## config.mk

```make
export PLATFORM = sky130hd
export DESIGN_NAME = dma_traffic_address_generator_flat
export DESIGN_NICKNAME = d
export VERILOG_FILES = /design/src/dtag_pkg.sv /design/src/dtag_req_if.sv /design/src/dtag_rsp_if.sv /design/src/dtag_csr.sv /design/src/dtag_ctrl.sv /design/src/dtag_dp.sv /design/src/dma_traffic_address_generator.sv /design/src/flat_wrapper.sv
export SDC_FILE = /design/constraint.sdc
export NUM_CORES = 2
export LEC_CHECK = 0
export ABC_AREA = 1
export BUFFER_PORTS_ARGS = -buffer_cell sky130_fd_sc_hd__buf_4
export CAP_MARGIN = 20
export CORE_MARGIN = 5
export CORE_UTILIZATION = 55
export CTS_BUF_LIST = sky130_fd_sc_hd__clkbuf_4 sky130_fd_sc_hd__clkbuf_8
export DETAILED_ROUTE_END_ITERATION = 12
export PLACE_DENSITY = 0.77
export SETUP_SLACK_MARGIN = 0.4
export SLEW_MARGIN = 20
export SYNTH_ARGS = -nofsm -noshare
export SYNTH_HDL_FRONTEND = slang
export SYNTH_HIERARCHICAL = 1
export SYNTH_SLANG_ARGS = --single-unit
```

## constraint.sdc

```tcl
create_clock -name clock -period 20.4 [get_ports clock]
set_input_delay 1.02 -clock clock [delete_from_list [all_inputs] [get_ports clock]]
set_output_delay 1.02 -clock clock [all_outputs]
set_load 0.02 [all_outputs]
```

## src/dtag_pkg.sv

```systemverilog
`default_nettype none
// ----------------------------------------------------------------------------
// dtag_pkg
// Shared types, codes and constants of the DMA traffic address generator.
// ----------------------------------------------------------------------------
package dtag_pkg;

   // Default sizes of the top-level parameters
   localparam int READ_CHUNK_DEF  = 512;
   localparam int WRITE_CHUNK_DEF = 256;
   localparam int ADDR_BITS_DEF   = 48;

   // Fixed field widths
   localparam int PORT_ADDR_BITS = 48;
   localparam int SIZE_BITS      = 32;
   localparam int XFER_BITS      = 24;
   localparam int COUNT_BITS     = 32;
   localparam int BYTE_BITS      = 40;
   localparam int LEN_BITS       = 10;
   localparam int LFSR_BITS      = 31;
   localparam int CSR_IDX_BITS   = 3;
   localparam int CSR_DATA_BITS  = 48;
   localparam int WIDE_BITS      = 64;

   // Address step of the sequential-by-512 pattern and random page alignment
   localparam int SEQ512_STEP = 512;
   localparam int PAGE_BITS   = 12;

   // Register reset values
   localparam logic [SIZE_BITS-1:0]  REGION_SIZE_RST = 32'd8388608;
   localparam logic [XFER_BITS-1:0]  XFER_LEN_RST    = 24'd256;
   localparam logic [LFSR_BITS-1:0]  SEED_RST        = 31'd1;

   typedef enum logic [CSR_IDX_BITS-1:0] {
      REG_REGION_BASE     = 3'd0,
      REG_REGION_SIZE     = 3'd1,
      REG_TRANSFER_LENGTH = 3'd2,
      REG_WRITE_MODE      = 3'd3,
      REG_ACCESS_PATTERN  = 3'd4,
      REG_ITERATION_LIMIT = 3'd5,
      REG_RANDOM_SEED     = 3'd6
   } reg_index_type;

   typedef enum logic [1:0] {
      PAT_SEQ    = 2'd0,
      PAT_SEQ512 = 2'd1,
      PAT_FIXED  = 2'd2,
      PAT_RANDOM = 2'd3
   } pattern_type;

   typedef enum logic {
      OPC_START    = 1'b0,
      OPC_COMPLETE = 1'b1
   } opcode_type;

   typedef enum logic [1:0] {
      STAT_ISSUED   = 2'd0,
      STAT_FINISHED = 2'd1,
      STAT_ERROR    = 2'd2,
      STAT_IGNORED  = 2'd3
   } rsp_status_type;

   typedef enum logic [2:0] {
      ST_IDLE,
      ST_EXEC,
      ST_DIV,
      ST_ADDR,
      ST_EMIT
   } state_type;

   typedef enum logic [2:0] {
      OP_NONE,
      OP_START,
      OP_IGNORE,
      OP_FAIL,
      OP_UPDATE,
      OP_DIV_STEP,
      OP_RAND_ADDR
   } dp_op_type;

   typedef struct packed {
      logic [PORT_ADDR_BITS-1:0] region_base;
      logic [SIZE_BITS-1:0]      region_size;
      logic [XFER_BITS-1:0]      transfer_length;
      logic                      write_mode;
      pattern_type               access_pattern;
      logic [COUNT_BITS-1:0]     iteration_limit;
      logic [LFSR_BITS-1:0]      random_seed;
   } cfg_type;

   typedef struct packed {
      logic      capture;
      dp_op_type op;
      logic      emit;
   } cmd_type;

   typedef struct packed {
      opcode_type opcode;
      logic       failed;
      logic       running;
      logic       random_div;
      logic       div_last;
      logic       out_free;
   } sts_type;

   // One step of the x^31 + x^28 + 1 shift register
   function automatic logic [LFSR_BITS-1:0] lfsr_next(input logic [LFSR_BITS-1:0] s);
      logic fb;
      fb = s[30] ^ s[27];
      return {s[LFSR_BITS-2:0], fb};
   endfunction

endpackage
`default_nettype wire

```

## src/dtag_req_if.sv

```systemverilog
`default_nettype none
// ----------------------------------------------------------------------------
// dtag_req_if
// Request channel: start and completion beats into the generator.
// ----------------------------------------------------------------------------
interface dtag_req_if;
   logic                          valid;
   logic                          ready;
   logic                          opcode;
   logic [dtag_pkg::LEN_BITS-1:0] bytes_done;
   logic                          failed;

   modport source (output valid, output opcode, output bytes_done, output failed,
                   input ready);
   modport sink (input valid, input opcode, input bytes_done, input failed,
                 output ready);
endinterface
`default_nettype wire

```

## src/dtag_rsp_if.sv

```systemverilog
`default_nettype none
// ----------------------------------------------------------------------------
// dtag_rsp_if
// Response channel: one result beat per request beat.
// ----------------------------------------------------------------------------
interface dtag_rsp_if;
   logic                                valid;
   logic                                ready;
   logic [dtag_pkg::PORT_ADDR_BITS-1:0] request_address;
   logic [dtag_pkg::LEN_BITS-1:0]       request_length;
   logic                                request_write;
   logic [1:0]                          status;
   logic [dtag_pkg::COUNT_BITS-1:0]     transaction_total;
   logic [dtag_pkg::BYTE_BITS-1:0]      byte_total;

   modport source (output valid, output request_address, output request_length,
                   output request_write, output status, output transaction_total,
                   output byte_total, input ready);
   modport sink (input valid, input request_address, input request_length,
                 input request_write, input status, input transaction_total,
                 input byte_total, output ready);
endinterface
`default_nettype wire

```

## src/dtag_csr.sv

```systemverilog
`default_nettype none
// ----------------------------------------------------------------------------
// dtag_csr
// Configuration register file, written one register per cycle.
// ----------------------------------------------------------------------------
module dtag_csr (
   input  wire                                     clock,
   input  wire                                     reset,
   input  wire                                     csr_write_enable,
   input  wire  [dtag_pkg::CSR_IDX_BITS-1:0]       csr_index,
   input  wire  [dtag_pkg::CSR_DATA_BITS-1:0]      csr_write_data,
   output dtag_pkg::cfg_type                       cfg
);

   dtag_pkg::cfg_type cfg_ff;
   dtag_pkg::cfg_type cfg_in;

   // Decode the write into the addressed field
   always_comb begin
      cfg_in = cfg_ff;
      if (csr_write_enable) begin
         case (dtag_pkg::reg_index_type'(csr_index))
            dtag_pkg::REG_REGION_BASE: begin
               cfg_in.region_base = csr_write_data[dtag_pkg::PORT_ADDR_BITS-1:0];
            end
            dtag_pkg::REG_REGION_SIZE: begin
               cfg_in.region_size = csr_write_data[dtag_pkg::SIZE_BITS-1:0];
            end
            dtag_pkg::REG_TRANSFER_LENGTH: begin
               cfg_in.transfer_length = csr_write_data[dtag_pkg::XFER_BITS-1:0];
            end
            dtag_pkg::REG_WRITE_MODE: begin
               cfg_in.write_mode = csr_write_data[0];
            end
            dtag_pkg::REG_ACCESS_PATTERN: begin
               cfg_in.access_pattern = dtag_pkg::pattern_type'(csr_write_data[1:0]);
            end
            dtag_pkg::REG_ITERATION_LIMIT: begin
               cfg_in.iteration_limit = csr_write_data[dtag_pkg::COUNT_BITS-1:0];
            end
            dtag_pkg::REG_RANDOM_SEED: begin
               cfg_in.random_seed = csr_write_data[dtag_pkg::LFSR_BITS-1:0];
            end
            default: begin
            end
         endcase
      end
   end

   always_ff @(posedge clock) begin
      if (reset) begin
         cfg_ff.region_base     <= '0;
         cfg_ff.region_size     <= dtag_pkg::REGION_SIZE_RST;
         cfg_ff.transfer_length <= dtag_pkg::XFER_LEN_RST;
         cfg_ff.write_mode      <= 1'b0;
         cfg_ff.access_pattern  <= dtag_pkg::PAT_SEQ;
         cfg_ff.iteration_limit <= '0;
         cfg_ff.random_seed     <= dtag_pkg::SEED_RST;
      end else begin
         cfg_ff <= cfg_in;
      end
   end

   assign cfg = cfg_ff;

endmodule
`default_nettype wire

```

## src/dtag_ctrl.sv

```systemverilog
`default_nettype none
// ----------------------------------------------------------------------------
// dtag_ctrl
// Sequencer: accepts a beat, steers the datapath through the start, ignore, fail or
// update step and any remainder and random address steps, then hands the result to the output register.
// ----------------------------------------------------------------------------
module dtag_ctrl (
   input  wire                  clock,
   input  wire                  reset,
   input  wire                  req_valid,
   output logic                 req_ready,
   input  dtag_pkg::sts_type    sts,
   output dtag_pkg::cmd_type    cmd
);

   dtag_pkg::state_type state_ff;
   dtag_pkg::state_type state_in;

   // Next state
   always_comb begin
      state_in = state_ff;
      case (state_ff)
         dtag_pkg::ST_IDLE: begin
            if (req_valid) state_in = dtag_pkg::ST_EXEC;
         end
         dtag_pkg::ST_EXEC: begin
            if (sts.opcode == dtag_pkg::OPC_COMPLETE && sts.running && !sts.failed &&
                sts.random_div) begin
               state_in = dtag_pkg::ST_DIV;
            end else begin
               state_in = dtag_pkg::ST_EMIT;
            end
         end
         dtag_pkg::ST_DIV: begin
            if (sts.div_last) state_in = dtag_pkg::ST_ADDR;
         end
         dtag_pkg::ST_ADDR: begin
            state_in = dtag_pkg::ST_EMIT;
         end
         dtag_pkg::ST_EMIT: begin
            if (sts.out_free) state_in = dtag_pkg::ST_IDLE;
         end
         default: begin
            state_in = dtag_pkg::ST_IDLE;
         end
      endcase
   end

   // Outputs
   always_comb begin
      req_ready   = 1'b0;
      cmd.capture = 1'b0;
      cmd.op      = dtag_pkg::OP_NONE;
      cmd.emit    = 1'b0;
      case (state_ff)
         dtag_pkg::ST_IDLE: begin
            req_ready   = 1'b1;
            cmd.capture = req_valid;
         end
         dtag_pkg::ST_EXEC: begin
            if (sts.opcode == dtag_pkg::OPC_START) begin
               cmd.op = dtag_pkg::OP_START;
            end else if (!sts.running) begin
               cmd.op = dtag_pkg::OP_IGNORE;
            end else if (sts.failed) begin
               cmd.op = dtag_pkg::OP_FAIL;
            end else begin
               cmd.op = dtag_pkg::OP_UPDATE;
            end
         end
         dtag_pkg::ST_DIV: begin
            cmd.op = dtag_pkg::OP_DIV_STEP;
         end
         dtag_pkg::ST_ADDR: begin
            cmd.op = dtag_pkg::OP_RAND_ADDR;
         end
         dtag_pkg::ST_EMIT: begin
            cmd.emit = sts.out_free;
         end
         default: begin
         end
      endcase
   end

   always_ff @(posedge clock) begin
      if (reset) begin
         state_ff <= dtag_pkg::ST_IDLE;
      end else begin
         state_ff <= state_in;
      end
   end

endmodule
`default_nettype wire

```

## src/dtag_dp.sv

```systemverilog
`default_nettype none
// ----------------------------------------------------------------------------
// dtag_dp
// Datapath: run counters, address patterns, LFSR, bit-serial remainder unit
// and the output register.
// ----------------------------------------------------------------------------
module dtag_dp #(
   parameter int READ_CHUNK  = dtag_pkg::READ_CHUNK_DEF,
   parameter int WRITE_CHUNK = dtag_pkg::WRITE_CHUNK_DEF,
   parameter int ADDR_BITS   = dtag_pkg::ADDR_BITS_DEF
) (
   input  wire                                     clock,
   input  wire                                     reset,
   input  dtag_pkg::cfg_type                       cfg,
   input  dtag_pkg::cmd_type                       cmd,
   output dtag_pkg::sts_type                       sts,
   input  wire                                     req_opcode,
   input  wire  [dtag_pkg::LEN_BITS-1:0]           req_bytes_done,
   input  wire                                     req_failed,
   output logic                                    rsp_valid,
   input  wire                                     rsp_ready,
   output logic [dtag_pkg::PORT_ADDR_BITS-1:0]     rsp_request_address,
   output logic [dtag_pkg::LEN_BITS-1:0]           rsp_request_length,
   output logic                                    rsp_request_write,
   output logic [1:0]                              rsp_status,
   output logic [dtag_pkg::COUNT_BITS-1:0]         rsp_transaction_total,
   output logic [dtag_pkg::BYTE_BITS-1:0]          rsp_byte_total
);

   localparam int SUM_W = ADDR_BITS + 1;
   localparam int CNT_W = $clog2(dtag_pkg::LFSR_BITS);
   localparam int XB    = dtag_pkg::XFER_BITS;
   localparam logic [XB-1:0] READ_LEN  = XB'(READ_CHUNK);
   localparam logic [XB-1:0] WRITE_LEN = XB'(WRITE_CHUNK);
   localparam logic [XB-1:0] SEQ_STEP  = XB'(dtag_pkg::SEQ512_STEP);

   // Captured beat
   dtag_pkg::opcode_type                 in_opcode_ff, in_opcode_in;
   logic [dtag_pkg::LEN_BITS-1:0]        in_bytes_ff, in_bytes_in;
   logic                                 in_failed_ff, in_failed_in;

   // Run state
   logic [ADDR_BITS-1:0]                 cur_addr_ff, cur_addr_in;
   logic [XB-1:0]                        remain_ff, remain_in;
   logic [dtag_pkg::COUNT_BITS-1:0]      iter_ff, iter_in;
   logic [dtag_pkg::COUNT_BITS-1:0]      txn_ff, txn_in;
   logic [dtag_pkg::BYTE_BITS-1:0]       bytes_ff, bytes_in;
   logic                                 running_ff, running_in;
   logic [dtag_pkg::LFSR_BITS-1:0]       lfsr_ff, lfsr_in;
   dtag_pkg::rsp_status_type             status_ff, status_in;

   // Remainder unit
   logic [dtag_pkg::SIZE_BITS-1:0]       span_ff, span_in;
   logic [dtag_pkg::SIZE_BITS-1:0]       rem_ff, rem_in;
   logic [dtag_pkg::LFSR_BITS-1:0]       dvd_ff, dvd_in;
   logic [CNT_W-1:0]                     div_cnt_ff, div_cnt_in;

   // Output register
   logic                                 out_valid_ff, out_valid_in;
   logic [dtag_pkg::PORT_ADDR_BITS-1:0]  out_addr_ff, out_addr_in;
   logic [dtag_pkg::LEN_BITS-1:0]        out_len_ff, out_len_in;
   logic                                 out_write_ff, out_write_in;
   logic [1:0]                           out_status_ff, out_status_in;
   logic [dtag_pkg::COUNT_BITS-1:0]      out_txn_ff, out_txn_in;
   logic [dtag_pkg::BYTE_BITS-1:0]       out_bytes_ff, out_bytes_in;

   // Helpers
   logic [dtag_pkg::WIDE_BITS-1:0]       base_wide;
   logic [ADDR_BITS-1:0]                 base_addr;
   logic [XB-1:0]                        seq_step;
   logic [SUM_W-1:0]                     seq_lhs;
   logic [SUM_W-1:0]                     seq_rhs;
   logic [ADDR_BITS-1:0]                 seq_addr;
   logic [XB-1:0]                        remain_sub;
   logic                                 random_div;
   logic [dtag_pkg::LFSR_BITS-1:0]       lfsr_step;
   logic [dtag_pkg::SIZE_BITS:0]         div_trial;
   logic                                 div_fit;
   logic [ADDR_BITS-1:0]                 rand_sum;
   logic [XB-1:0]                        chunk;
   logic [XB-1:0]                        req_len;
   logic [dtag_pkg::WIDE_BITS-1:0]       cur_wide;

   // Address arithmetic
   assign base_wide  = dtag_pkg::WIDE_BITS'(cfg.region_base);
   assign base_addr  = base_wide[ADDR_BITS-1:0];
   assign seq_step   = (cfg.access_pattern == dtag_pkg::PAT_SEQ512) ? SEQ_STEP
                                                                     : cfg.transfer_length;
   assign seq_lhs    = SUM_W'(cur_addr_ff) + SUM_W'(seq_step);
   assign seq_rhs    = SUM_W'(base_addr) + SUM_W'(cfg.region_size);
   assign seq_addr   = (seq_lhs > seq_rhs) ? base_addr : seq_lhs[ADDR_BITS-1:0];
   assign remain_sub = (XB'(in_bytes_ff) >= remain_ff) ? '0 : remain_ff - XB'(in_bytes_ff);
   assign random_div = (cfg.access_pattern == dtag_pkg::PAT_RANDOM) &&
                       (cfg.region_size > dtag_pkg::SIZE_BITS'(cfg.transfer_length));
   assign lfsr_step  = dtag_pkg::lfsr_next(lfsr_ff);
   assign rand_sum   = base_addr + ADDR_BITS'(rem_ff);

   // One restoring step of the remainder, dividend bit first from the top
   assign div_trial  = {rem_ff, dvd_ff[dtag_pkg::LFSR_BITS-1]};
   assign div_fit    = div_trial >= {1'b0, span_ff};

   // Request length of the pending chunk
   assign chunk      = cfg.write_mode ? WRITE_LEN : READ_LEN;
   assign req_len    = (remain_ff < chunk) ? remain_ff : chunk;
   assign cur_wide   = dtag_pkg::WIDE_BITS'(cur_addr_ff);

   always_comb begin
      in_opcode_in  = in_opcode_ff;
      in_bytes_in   = in_bytes_ff;
      in_failed_in  = in_failed_ff;
      cur_addr_in   = cur_addr_ff;
      remain_in     = remain_ff;
      iter_in       = iter_ff;
      txn_in        = txn_ff;
      bytes_in      = bytes_ff;
      running_in    = running_ff;
      lfsr_in       = lfsr_ff;
      status_in     = status_ff;
      span_in       = span_ff;
      rem_in        = rem_ff;
      dvd_in        = dvd_ff;
      div_cnt_in    = div_cnt_ff;
      out_addr_in   = out_addr_ff;
      out_len_in    = out_len_ff;
      out_write_in  = out_write_ff;
      out_status_in = out_status_ff;
      out_txn_in    = out_txn_ff;
      out_bytes_in  = out_bytes_ff;

      // Hold the accepted beat
      if (cmd.capture) begin
         in_opcode_in = dtag_pkg::opcode_type'(req_opcode);
         in_bytes_in  = req_bytes_done;
         in_failed_in = req_failed;
      end

      case (cmd.op)
         dtag_pkg::OP_START: begin
            txn_in     = '0;
            bytes_in   = '0;
            cur_addr_in = base_addr;
            remain_in  = cfg.transfer_length;
            iter_in    = cfg.iteration_limit;
            lfsr_in    = (cfg.random_seed != '0) ? cfg.random_seed : dtag_pkg::SEED_RST;
            running_in = 1'b1;
            status_in  = dtag_pkg::STAT_ISSUED;
         end
         dtag_pkg::OP_IGNORE: begin
            status_in = dtag_pkg::STAT_IGNORED;
         end
         dtag_pkg::OP_FAIL: begin
            running_in = 1'b0;
            status_in  = dtag_pkg::STAT_ERROR;
         end
         dtag_pkg::OP_UPDATE: begin
            txn_in   = txn_ff + 1'b1;
            bytes_in = bytes_ff + dtag_pkg::BYTE_BITS'(in_bytes_ff);
            // reload once the transfer is used up
            remain_in = (remain_sub == '0) ? cfg.transfer_length : remain_sub;
            case (cfg.access_pattern)
               dtag_pkg::PAT_SEQ, dtag_pkg::PAT_SEQ512: begin
                  cur_addr_in = seq_addr;
               end
               dtag_pkg::PAT_FIXED: begin
               end
               default: begin
                  if (random_div) begin
                     // advance the LFSR and arm the remainder unit
                     lfsr_in    = lfsr_step;
                     dvd_in     = lfsr_step;
                     rem_in     = '0;
                     span_in    = cfg.region_size - dtag_pkg::SIZE_BITS'(cfg.transfer_length);
                     div_cnt_in = '0;
                  end else begin
                     cur_addr_in = base_addr;
                  end
               end
            endcase
            status_in = dtag_pkg::STAT_ISSUED;
            if (iter_ff != '0) begin
               iter_in = iter_ff - 1'b1;
               if (iter_ff == dtag_pkg::COUNT_BITS'(1)) begin
                  running_in = 1'b0;
                  status_in  = dtag_pkg::STAT_FINISHED;
               end
            end
         end
         dtag_pkg::OP_DIV_STEP: begin
            rem_in     = div_fit ? dtag_pkg::SIZE_BITS'(div_trial - {1'b0, span_ff})
                                 : div_trial[dtag_pkg::SIZE_BITS-1:0];
            dvd_in     = {dvd_ff[dtag_pkg::LFSR_BITS-2:0], 1'b0};
            div_cnt_in = div_cnt_ff + 1'b1;
         end
         dtag_pkg::OP_RAND_ADDR: begin
            cur_addr_in = {rand_sum[ADDR_BITS-1:dtag_pkg::PAGE_BITS],
                           dtag_pkg::PAGE_BITS'(0)};
         end
         default: begin
         end
      endcase

      // Load the result beat; request fields only with an issued request
      if (cmd.emit) begin
         out_status_in = status_ff;
         out_txn_in    = txn_ff;
         out_bytes_in  = bytes_ff;
         if (status_ff == dtag_pkg::STAT_ISSUED) begin
            out_addr_in  = cur_wide[dtag_pkg::PORT_ADDR_BITS-1:0];
            out_len_in   = req_len[dtag_pkg::LEN_BITS-1:0];
            out_write_in = cfg.write_mode;
         end else begin
            out_addr_in  = '0;
            out_len_in   = '0;
            out_write_in = 1'b0;
         end
      end
   end

   // Output beat handshake
   always_comb begin
      out_valid_in = out_valid_ff;
      if (out_valid_ff && rsp_ready) out_valid_in = 1'b0;
      if (cmd.emit) out_valid_in = 1'b1;
   end

   // Control state
   always_ff @(posedge clock) begin
      if (reset) begin
         running_ff   <= 1'b0;
         out_valid_ff <= 1'b0;
         txn_ff       <= '0;
         bytes_ff     <= '0;
         lfsr_ff      <= dtag_pkg::SEED_RST;
         status_ff    <= dtag_pkg::STAT_IGNORED;
         iter_ff      <= '0;
         remain_ff    <= '0;
         cur_addr_ff  <= '0;
      end else begin
         running_ff   <= running_in;
         out_valid_ff <= out_valid_in;
         txn_ff       <= txn_in;
         bytes_ff     <= bytes_in;
         lfsr_ff      <= lfsr_in;
         status_ff    <= status_in;
         iter_ff      <= iter_in;
         remain_ff    <= remain_in;
         cur_addr_ff  <= cur_addr_in;
      end
   end

   // Payload
   always_ff @(posedge clock) begin
      in_opcode_ff  <= in_opcode_in;
      in_bytes_ff   <= in_bytes_in;
      in_failed_ff  <= in_failed_in;
      span_ff       <= span_in;
      rem_ff        <= rem_in;
      dvd_ff        <= dvd_in;
      div_cnt_ff    <= div_cnt_in;
      out_addr_ff   <= out_addr_in;
      out_len_ff    <= out_len_in;
      out_write_ff  <= out_write_in;
      out_status_ff <= out_status_in;
      out_txn_ff    <= out_txn_in;
      out_bytes_ff  <= out_bytes_in;
   end

   // Status to the sequencer
   assign sts.opcode     = in_opcode_ff;
   assign sts.failed     = in_failed_ff;
   assign sts.running    = running_ff;
   assign sts.random_div = random_div;
   assign sts.div_last   = (div_cnt_ff == CNT_W'(dtag_pkg::LFSR_BITS - 1));
   assign sts.out_free   = !out_valid_ff || rsp_ready;

   assign rsp_valid             = out_valid_ff;
   assign rsp_request_address   = out_addr_ff;
   assign rsp_request_length    = out_len_ff;
   assign rsp_request_write     = out_write_ff;
   assign rsp_status            = out_status_ff;
   assign rsp_transaction_total = out_txn_ff;
   assign rsp_byte_total        = out_bytes_ff;

endmodule
`default_nettype wire

```

## src/dma_traffic_address_generator.sv

```systemverilog
`default_nettype none
// ----------------------------------------------------------------------------
// dma_traffic_address_generator
// DMA benchmark request generator for one requester: start and completion
// beats in, one request or status beat out per beat.
// ----------------------------------------------------------------------------
// Usage: program the registers while the block is idle, then send a start beat
// and one completion beat for every issued request. Each request beat gives
// one response beat. Start, ignored, error and non-random completion beats
// pass the execute and emit states before the next ready; a completion under
// the random pattern also runs the 31-step bit-serial remainder of the LFSR
// value by the region span and the address step. The response sits in an output
// register, so the next request beat is taken while a response still waits.
module dma_traffic_address_generator #(
   parameter int READ_CHUNK  = dtag_pkg::READ_CHUNK_DEF,
   parameter int WRITE_CHUNK = dtag_pkg::WRITE_CHUNK_DEF,
   parameter int ADDR_BITS   = dtag_pkg::ADDR_BITS_DEF
) (
   input  wire                                clock,
   input  wire                                reset,
   dtag_req_if.sink                           req_chan,
   dtag_rsp_if.source                         rsp_chan,
   input  wire                                csr_write_enable,
   input  wire  [dtag_pkg::CSR_IDX_BITS-1:0]  csr_index,
   input  wire  [dtag_pkg::CSR_DATA_BITS-1:0] csr_write_data
);

   dtag_pkg::cfg_type cfg;
   dtag_pkg::cmd_type cmd;
   dtag_pkg::sts_type sts;
   logic              req_ready;

   // Register file
   dtag_csr u_csr (
      .clock            (clock),
      .reset            (reset),
      .csr_write_enable (csr_write_enable),
      .csr_index        (csr_index),
      .csr_write_data   (csr_write_data),
      .cfg              (cfg)
   );

   // Sequencer
   dtag_ctrl u_ctrl (
      .clock     (clock),
      .reset     (reset),
      .req_valid (req_chan.valid),
      .req_ready (req_ready),
      .sts       (sts),
      .cmd       (cmd)
   );

   assign req_chan.ready = req_ready;

   // Datapath
   dtag_dp #(
      .READ_CHUNK  (READ_CHUNK),
      .WRITE_CHUNK (WRITE_CHUNK),
      .ADDR_BITS   (ADDR_BITS)
   ) u_dp (
      .clock                 (clock),
      .reset                 (reset),
      .cfg                   (cfg),
      .cmd                   (cmd),
      .sts                   (sts),
      .req_opcode            (req_chan.opcode),
      .req_bytes_done        (req_chan.bytes_done),
      .req_failed            (req_chan.failed),
      .rsp_valid             (rsp_chan.valid),
      .rsp_ready             (rsp_chan.ready),
      .rsp_request_address   (rsp_chan.request_address),
      .rsp_request_length    (rsp_chan.request_length),
      .rsp_request_write     (rsp_chan.request_write),
      .rsp_status            (rsp_chan.status),
      .rsp_transaction_total (rsp_chan.transaction_total),
      .rsp_byte_total        (rsp_chan.byte_total)
   );

endmodule
`default_nettype wire
```

## src/flat_wrapper.sv

```systemverilog
// flat-port wrapper written by rule: the top's interface ports become plain ports
module dma_traffic_address_generator_flat 
#(
   parameter int READ_CHUNK  = dtag_pkg::READ_CHUNK_DEF,
   parameter int WRITE_CHUNK = dtag_pkg::WRITE_CHUNK_DEF,
   parameter int ADDR_BITS   = dtag_pkg::ADDR_BITS_DEF
)
  (clock, reset, csr_write_enable, csr_index, csr_write_data, req_chan_valid, req_chan_opcode, req_chan_bytes_done, req_chan_failed, req_chan_ready, rsp_chan_valid, rsp_chan_request_address, rsp_chan_request_length, rsp_chan_request_write, rsp_chan_status, rsp_chan_transaction_total, rsp_chan_byte_total, rsp_chan_ready);
  dtag_req_if req_chan_i ();
  dtag_rsp_if rsp_chan_i ();
  input  wire clock;
  input  wire reset;
  input  wire csr_write_enable;
  input  wire  [dtag_pkg::CSR_IDX_BITS-1:0] csr_index;
  input  wire  [dtag_pkg::CSR_DATA_BITS-1:0] csr_write_data;
  input wire logic [$bits(req_chan_i.valid)-1:0] req_chan_valid;
  input wire logic [$bits(req_chan_i.opcode)-1:0] req_chan_opcode;
  input wire logic [$bits(req_chan_i.bytes_done)-1:0] req_chan_bytes_done;
  input wire logic [$bits(req_chan_i.failed)-1:0] req_chan_failed;
  output wire logic [$bits(req_chan_i.ready)-1:0] req_chan_ready;
  output wire logic [$bits(rsp_chan_i.valid)-1:0] rsp_chan_valid;
  output wire logic [$bits(rsp_chan_i.request_address)-1:0] rsp_chan_request_address;
  output wire logic [$bits(rsp_chan_i.request_length)-1:0] rsp_chan_request_length;
  output wire logic [$bits(rsp_chan_i.request_write)-1:0] rsp_chan_request_write;
  output wire logic [$bits(rsp_chan_i.status)-1:0] rsp_chan_status;
  output wire logic [$bits(rsp_chan_i.transaction_total)-1:0] rsp_chan_transaction_total;
  output wire logic [$bits(rsp_chan_i.byte_total)-1:0] rsp_chan_byte_total;
  input wire logic [$bits(rsp_chan_i.ready)-1:0] rsp_chan_ready;
  assign req_chan_i.valid = req_chan_valid;
  assign req_chan_i.opcode = req_chan_opcode;
  assign req_chan_i.bytes_done = req_chan_bytes_done;
  assign req_chan_i.failed = req_chan_failed;
  assign req_chan_ready = req_chan_i.ready;
  assign rsp_chan_valid = rsp_chan_i.valid;
  assign rsp_chan_request_address = rsp_chan_i.request_address;
  assign rsp_chan_request_length = rsp_chan_i.request_length;
  assign rsp_chan_request_write = rsp_chan_i.request_write;
  assign rsp_chan_status = rsp_chan_i.status;
  assign rsp_chan_transaction_total = rsp_chan_i.transaction_total;
  assign rsp_chan_byte_total = rsp_chan_i.byte_total;
  assign rsp_chan_i.ready = rsp_chan_ready;
  dma_traffic_address_generator #(.READ_CHUNK(READ_CHUNK), .WRITE_CHUNK(WRITE_CHUNK), .ADDR_BITS(ADDR_BITS)) u_core (.clock(clock), .reset(reset), .req_chan(req_chan_i), .rsp_chan(rsp_chan_i), .csr_write_enable(csr_write_enable), .csr_index(csr_index), .csr_write_data(csr_write_data));
endmodule
```

==> Yosys cells after proc, flatten, opt, wreduce, memory -nomap -nowiden <==
Cells that the tools add are included.
{ "word_totals": {"reg_bits": 629, "in_bits": 68, "output_inout_bits": 135, "elab_cells": 160} }
{ "classes": {"add_sub_neg": 10, "n_lt_le_gt_ge": 5, "n_eq_ne": 30, "muxes": 46, "bitwise_logic": 2, "n_reduce_logical": 37} }
{ "ops": {"columns": ["operator", "n"], "rows": [
  ["$pmux W32 S2", 3],
  ["$pmux W48 S3", 1],
  ["$mux W32", 4],
  ["$pmux W31 S2", 2],
  ["$mux W48", 2],
  ["$pmux W48 S2", 1],
  ["$mux W31", 3],
  ["$pmux W40 S2", 1],
  ["$mux W24", 3],
  ["$add A48 B24 Y49", 1],
  ["$add A48 B32 Y49", 1],
  ["$gt A49 B49 Y1", 1],
  ["$add A48 B32 Y48", 1],
  ["$pmux W24 S2", 1],
  ["$add A40 B10 Y40", 1],
  ["$ge A33 B32 Y1", 1],
  ["$add A32 B1 Y32 const B", 1],
  ["$eq A32 B1 Y1 const B", 1],
  ["$gt A32 B24 Y1", 1],
  ["$reduce_bool A32 Y1", 1],
  ["$sub A32 B1 Y32 const B", 1],
  ["$sub A32 B24 Y32", 1],
  ["$sub A32 B32 Y32", 1],
  ["$reduce_bool A31 Y1", 1],
  ["other kinds (37)", 95]
]} }

==> Depth between registers and ports, before layout <==
{ "logic_depth": {"ltp_word": 7, "mapped_depth": 36, "depth_no_buf": 34} }

==> Hierarchy <==
The synthesis kept the hierarchy.
{ "modules_own_cells": {"columns": ["module", "n_inst", "cells_per_inst", "area_each_um2", "seq_area_each_um2"], "rows": [
  ["dtag_dp", 1, 4907, 34093.9, 11581.1],
  ["dtag_csr", 1, 987, 6787.8, 3403.3],
  ["dtag_ctrl", 1, 44, 260.2, 60.1]
]} }

==> Worst setup path after synthesis <==
OpenSTA, ideal clock, no wires.
{ "synth_path": {"path_type": "input -> register", "from": "input rsp_chan_ready", "to": "register u_core.u_dp.out_bytes_ff (netlist bit u_core/u_dp/rsp_byte_total[0]) (enable)", "setup_ns": 0.954, "t_arrival_ns": 13.723, "required_time_ns": 19.446, "slack_ns": 5.723, "cell_stages": 4, "path_buffers": 0, "path_cell_list": "inv_1 > nand2_1 > inv_1 > nor4_1"} }
{ "synth_lines": {"columns": ["element", "line_no", "rtl"], "rows": [
  ["from (decl)", "flat_wrapper.sv:28", "input wire logic [$bits(rsp_chan_i.ready)-1:0] rsp_chan_ready;"],
  ["to (signal assigned)", "dtag_dp.sv:265", "out_bytes_ff <= out_bytes_in;"],
  ["to (decl)", "dtag_dp.sv:65", "logic [dtag_pkg::BYTE_BITS-1:0] out_bytes_ff, out_bytes_in;"]
]} }

==> Final worst setup path <==
{ "layout_path": {"from": "register u_core.u_csr.cfg_ff (netlist bit u_core/u_csr/cfg[63])", "to": "register u_core.u_dp.cur_addr_ff[40]"} }
{ "layout_between": {"elab_chain_cells": 7, "elab_cells_between_ends": 15, "classes_between": "add/sub: 1; order compare: 1; eq/ne: 5; mux: 4; reduce/logical: 4"} }
{ "layout_lines": {"columns": ["element", "line_no", "rtl"], "rows": [
  ["from (decl)", "dtag_csr.sv:15", "dtag_pkg::cfg_type cfg_ff;"],
  ["from (signal assigned)", "dtag_csr.sv:60", "cfg_ff <= cfg_in;"],
  ["$eq A2 B1 Y1", "dtag_dp.sv:87, dtag_dp.sv:160", null],
  ["$mux W24", "dtag_dp.sv:87", "assign seq_step = (cfg.access_pattern == dtag_pkg::PAT_SEQ512) ? SEQ_STEP"],
  ["$add A48 B24 Y49", "dtag_dp.sv:89", "assign seq_lhs = SUM_W'(cur_addr_ff) + SUM_W'(seq_step);"],
  ["$gt A49 B49 Y1", "dtag_dp.sv:91", "assign seq_addr = (seq_lhs > seq_rhs) ? base_addr : seq_lhs[ADDR_BITS-1:0];"],
  ["$mux W48", "dtag_dp.sv:91", null],
  ["$pmux W48 S2", "dtag_dp.sv:160", "case (cfg.access_pattern)"],
  ["$pmux W48 S3", "dtag_dp.sv:137", "case (cmd.op)"],
  ["to (signal assigned)", "dtag_dp.sv:247", "cur_addr_ff <= cur_addr_in;"],
  ["to (decl)", "dtag_dp.sv:43", "logic [ADDR_BITS-1:0] cur_addr_ff, cur_addr_in;"]
]} }
Parallel ways exist; a longest one is shown, timed or not.
A chain may end at the register's enable or synchronous reset.

==> metrics.txt <==
total gr overflow 0; DP HPWL 103 mm; Largest stage delay, worst path 0.74 ns; Final Cycle Share 27.7%; vias post-DR 41000; most numerous cell in the Yosys netlist nand2_1; area grow syn2layout 11.1%; status finished, final reports clean; top_reg_cell synth dfxtp_1; clock sink count 629; post_cts resized 0; Hold Crit Class in -> reg; clk_lat worst skew 0.76 ns; DIE HEIGHT 284 µm; Mapped Nets 6230; CP arrival 6.28 ns; Hold Buf Count CTS 0; Final nets 6371; register area share after synthesis 36.6%; Yosys reg bits 629; placed insts 6938; Peak VDD IR 57.2 µV; area leader, netlist dfxtp_1; pre-CTS setup slack 14.94 ns; Net Sw Frac 32.5%; Unique masters post-synth 61; Required @ worst endpoint 21.03 ns; max-cap viol count 0; DRC violations left 0; Slew Viols, Final 0; Pre-antenna DRT Iters 8; most frequent CP cell nand2_1; Net Switching 1.11 mW; routed len/inst 19.1 µm; CTS tree yes; Sequential Power Share 41.3%; skew final 0.0665 ns; combinational share of power 21.1%; CTS Buffer Depth 3; Multi-input gate area 22100 µm²; Port Buffer Count 202; Pint 2.30 mW; Starting Density 55.4%; final core occ 61.5%; mapped cell area 41100 µm²; Mapped Avg Cell Area 6.93 µm²; Post-CTS Setup Inserts 0; worst hold slack 0.460 ns; Die Footprint 80400 µm²; H-tree levels 3; final WL 137 mm; RSZ-0062 raised after global routing false; Total Routing Usage GR 32.5%; Register Area 15000 µm²; largest net degree at the start of global routing 98; post-synth top area share 18.7%; clk root buf clkbuf_8; # setup viols final 0; top post-synthesis cells by count nand2_1, nor2_1, inv_1; total CTS buffers 108; filler cell count 6986; power density cells 74.6 nW/µm²; via/cell ratio 5.74; Clock power frac 37.5%; DIE WIDTH 284 µm; I/O pins 203; fmax 0.177 GHz; layout cell share with drive strength beyond 1 8.72%; Final GP Congestion 0.983; global-route wire length before repair 211 mm; slowest library cell on the worst path nor2_2; Final Hold Violating Endpoints 0; post-synthesis async set-or-reset flop share 0%; Site Rows 100; Pwr Total 3.41 mW; setup slack after layout 14.75 ns; CP Class reg -> reg; crit start category flip-flop; Final Non-Filler Cells 7145; cells after synthesis 5938; max_slew headroom 27.5%; core region area 74300 µm²; EDFF count, synth 245; Final Critical Period 5.65 ns; Placed Area 43300 µm²; YS warnings 6; antenna violations before repair 5; Final ANT Viol Nets 0; Least-Margin Pin Slew 1.09 ns; Leak Pwr 20.6 nW; Max FO, Critical Path 63; Clock transition at path regs 0.06 ns; crit end category flip-flop; vias in the first global route 37500; largest cells by area after synthesis dfxtp_1, edfxtp_1, nand2_1; post-route cell area 45700 µm²; drt initial violations 4861; setup_tns 0 ns
[power by group through the flow]
stage                     clock network [mW]  logic (mW)  registers, mW
final                                   1.28       0.720           1.41
after global routing                    1.36       0.799           1.41
after CTS                               1.30       0.703           1.41
after detailed placement                   0       0.698           1.43
after global placement                     0       0.690           1.43
after floorplan                            0       0.501           1.43
[kinds of logic (layout without fill, tap and decap cells)]
logic type	Yosys count	count (layout)	synth area share, %
other cells	0	4	0
simple gates	2985	2985	30.8
flops	629	629	36.6
xor+xnor	156	156	3.32
fa+ha+maj	224	224	6.92
compound gates	925	925	12.6
buf+inv	1019	1253	9.79
[cell type report]
type | count | share of cell area [%]
multi-input cells | 4290 | 48.4
flip-flops and latches | 629 | 32.9
inverters | 812 | 6.68
clock buffers | 163 | 4.42
repair buffers | 238 | 3.96
well taps | 969 | 2.65
clock inverters | 40 | 0.925
diodes | 4 | 0.0219
[metal layers]
layer | GRT usage, % | up-vias | wire, µm
li1 | - | 19800 | -
met1 | 46.9 | 18900 | 58700
met2 | 49.0 | 2053 | 58000
met3 | 6.37 | 292 | 14900
met4 | 11.2 | 2 | 4910
met5 | 0 | - | 20
[cell usage in the layout (no fill, tap or decap), types with 218 or more instances in the layout]
master,n
o21ai_0,313
dfxtp_1,384
nand2_1,1347
a21oi_1,415
nor2_1,828
nand3_1,495
edfxtp_1,245
buf_4,236
inv_1,797
ha_1,218
[worst max-delay path, delay by kind of cell, from the launching register on]
| kind | cells | cell delay (ns) |
|---|---|---|
| flip-flops | 1 | 0.36 |
| buffers and inverters | 4 | 0.74 |
| AO/OA/AOI/OAI | 3 | 0.65 |
| adder cells (fa/ha/maj) | 2 | 0.67 |
| AND/OR/NAND/NOR | 19 | 2.97 |
| XOR/XNOR | 1 | 0.15 |
[path summary, 6_finish.rpt]
kind | cells after the start | slack [ns] | to | startpoint
setup / recovery | 29 | 14.75 | u_core/u_dp/cur_addr_ff[40]$_SDFFE_PP0P_ | u_core/u_csr/cfg[63]$_SDFFE_PP0P_
hold / removal | 1 | 0.46 | u_core/u_dp/in_bytes_ff[0]$_DFFE_PP_ | req_chan_bytes_done[0]
setup reg to reg | 29 | 14.75 | u_core/u_dp/cur_addr_ff[40]$_SDFFE_PP0P_ | u_core/u_csr/cfg[63]$_SDFFE_PP0P_
hold reg to reg | 0 | 0.46 | u_core/u_dp/rsp_byte_total[4]$_DFFE_PP_ | u_core/u_dp/bytes_ff[4]$_SDFFE_PP0P_
[sequential cells by signal, summed over array words and instances, names as in the netlist, 2 cells and up]
register,cells
u_core/u_dp/div_cnt_ff,5
u_core/u_dp/status_ff,2
u_core/u_dp/bytes_ff,40
u_core/u_csr/cfg,170
u_core/u_dp/rsp_request_address,48
u_core/u_dp/rem_ff,32
u_core/u_ctrl/state_ff,3
u_core/u_dp/iter_ff,32
u_core/u_dp/lfsr_ff,31
u_core/u_dp/remain_ff,24
u_core/u_dp/in_bytes_ff,10
u_core/u_dp/span_ff,32
u_core/u_dp/txn_ff,32
u_core/u_dp/rsp_byte_total,40
u_core/u_dp/rsp_request_length,10
u_core/u_dp/rsp_transaction_total,32
u_core/u_dp/cur_addr_ff,48
u_core/u_dp/rsp_status,2
u_core/u_dp/dvd_ff,31
Note: power is estimated with default switching activity, not from simulation.
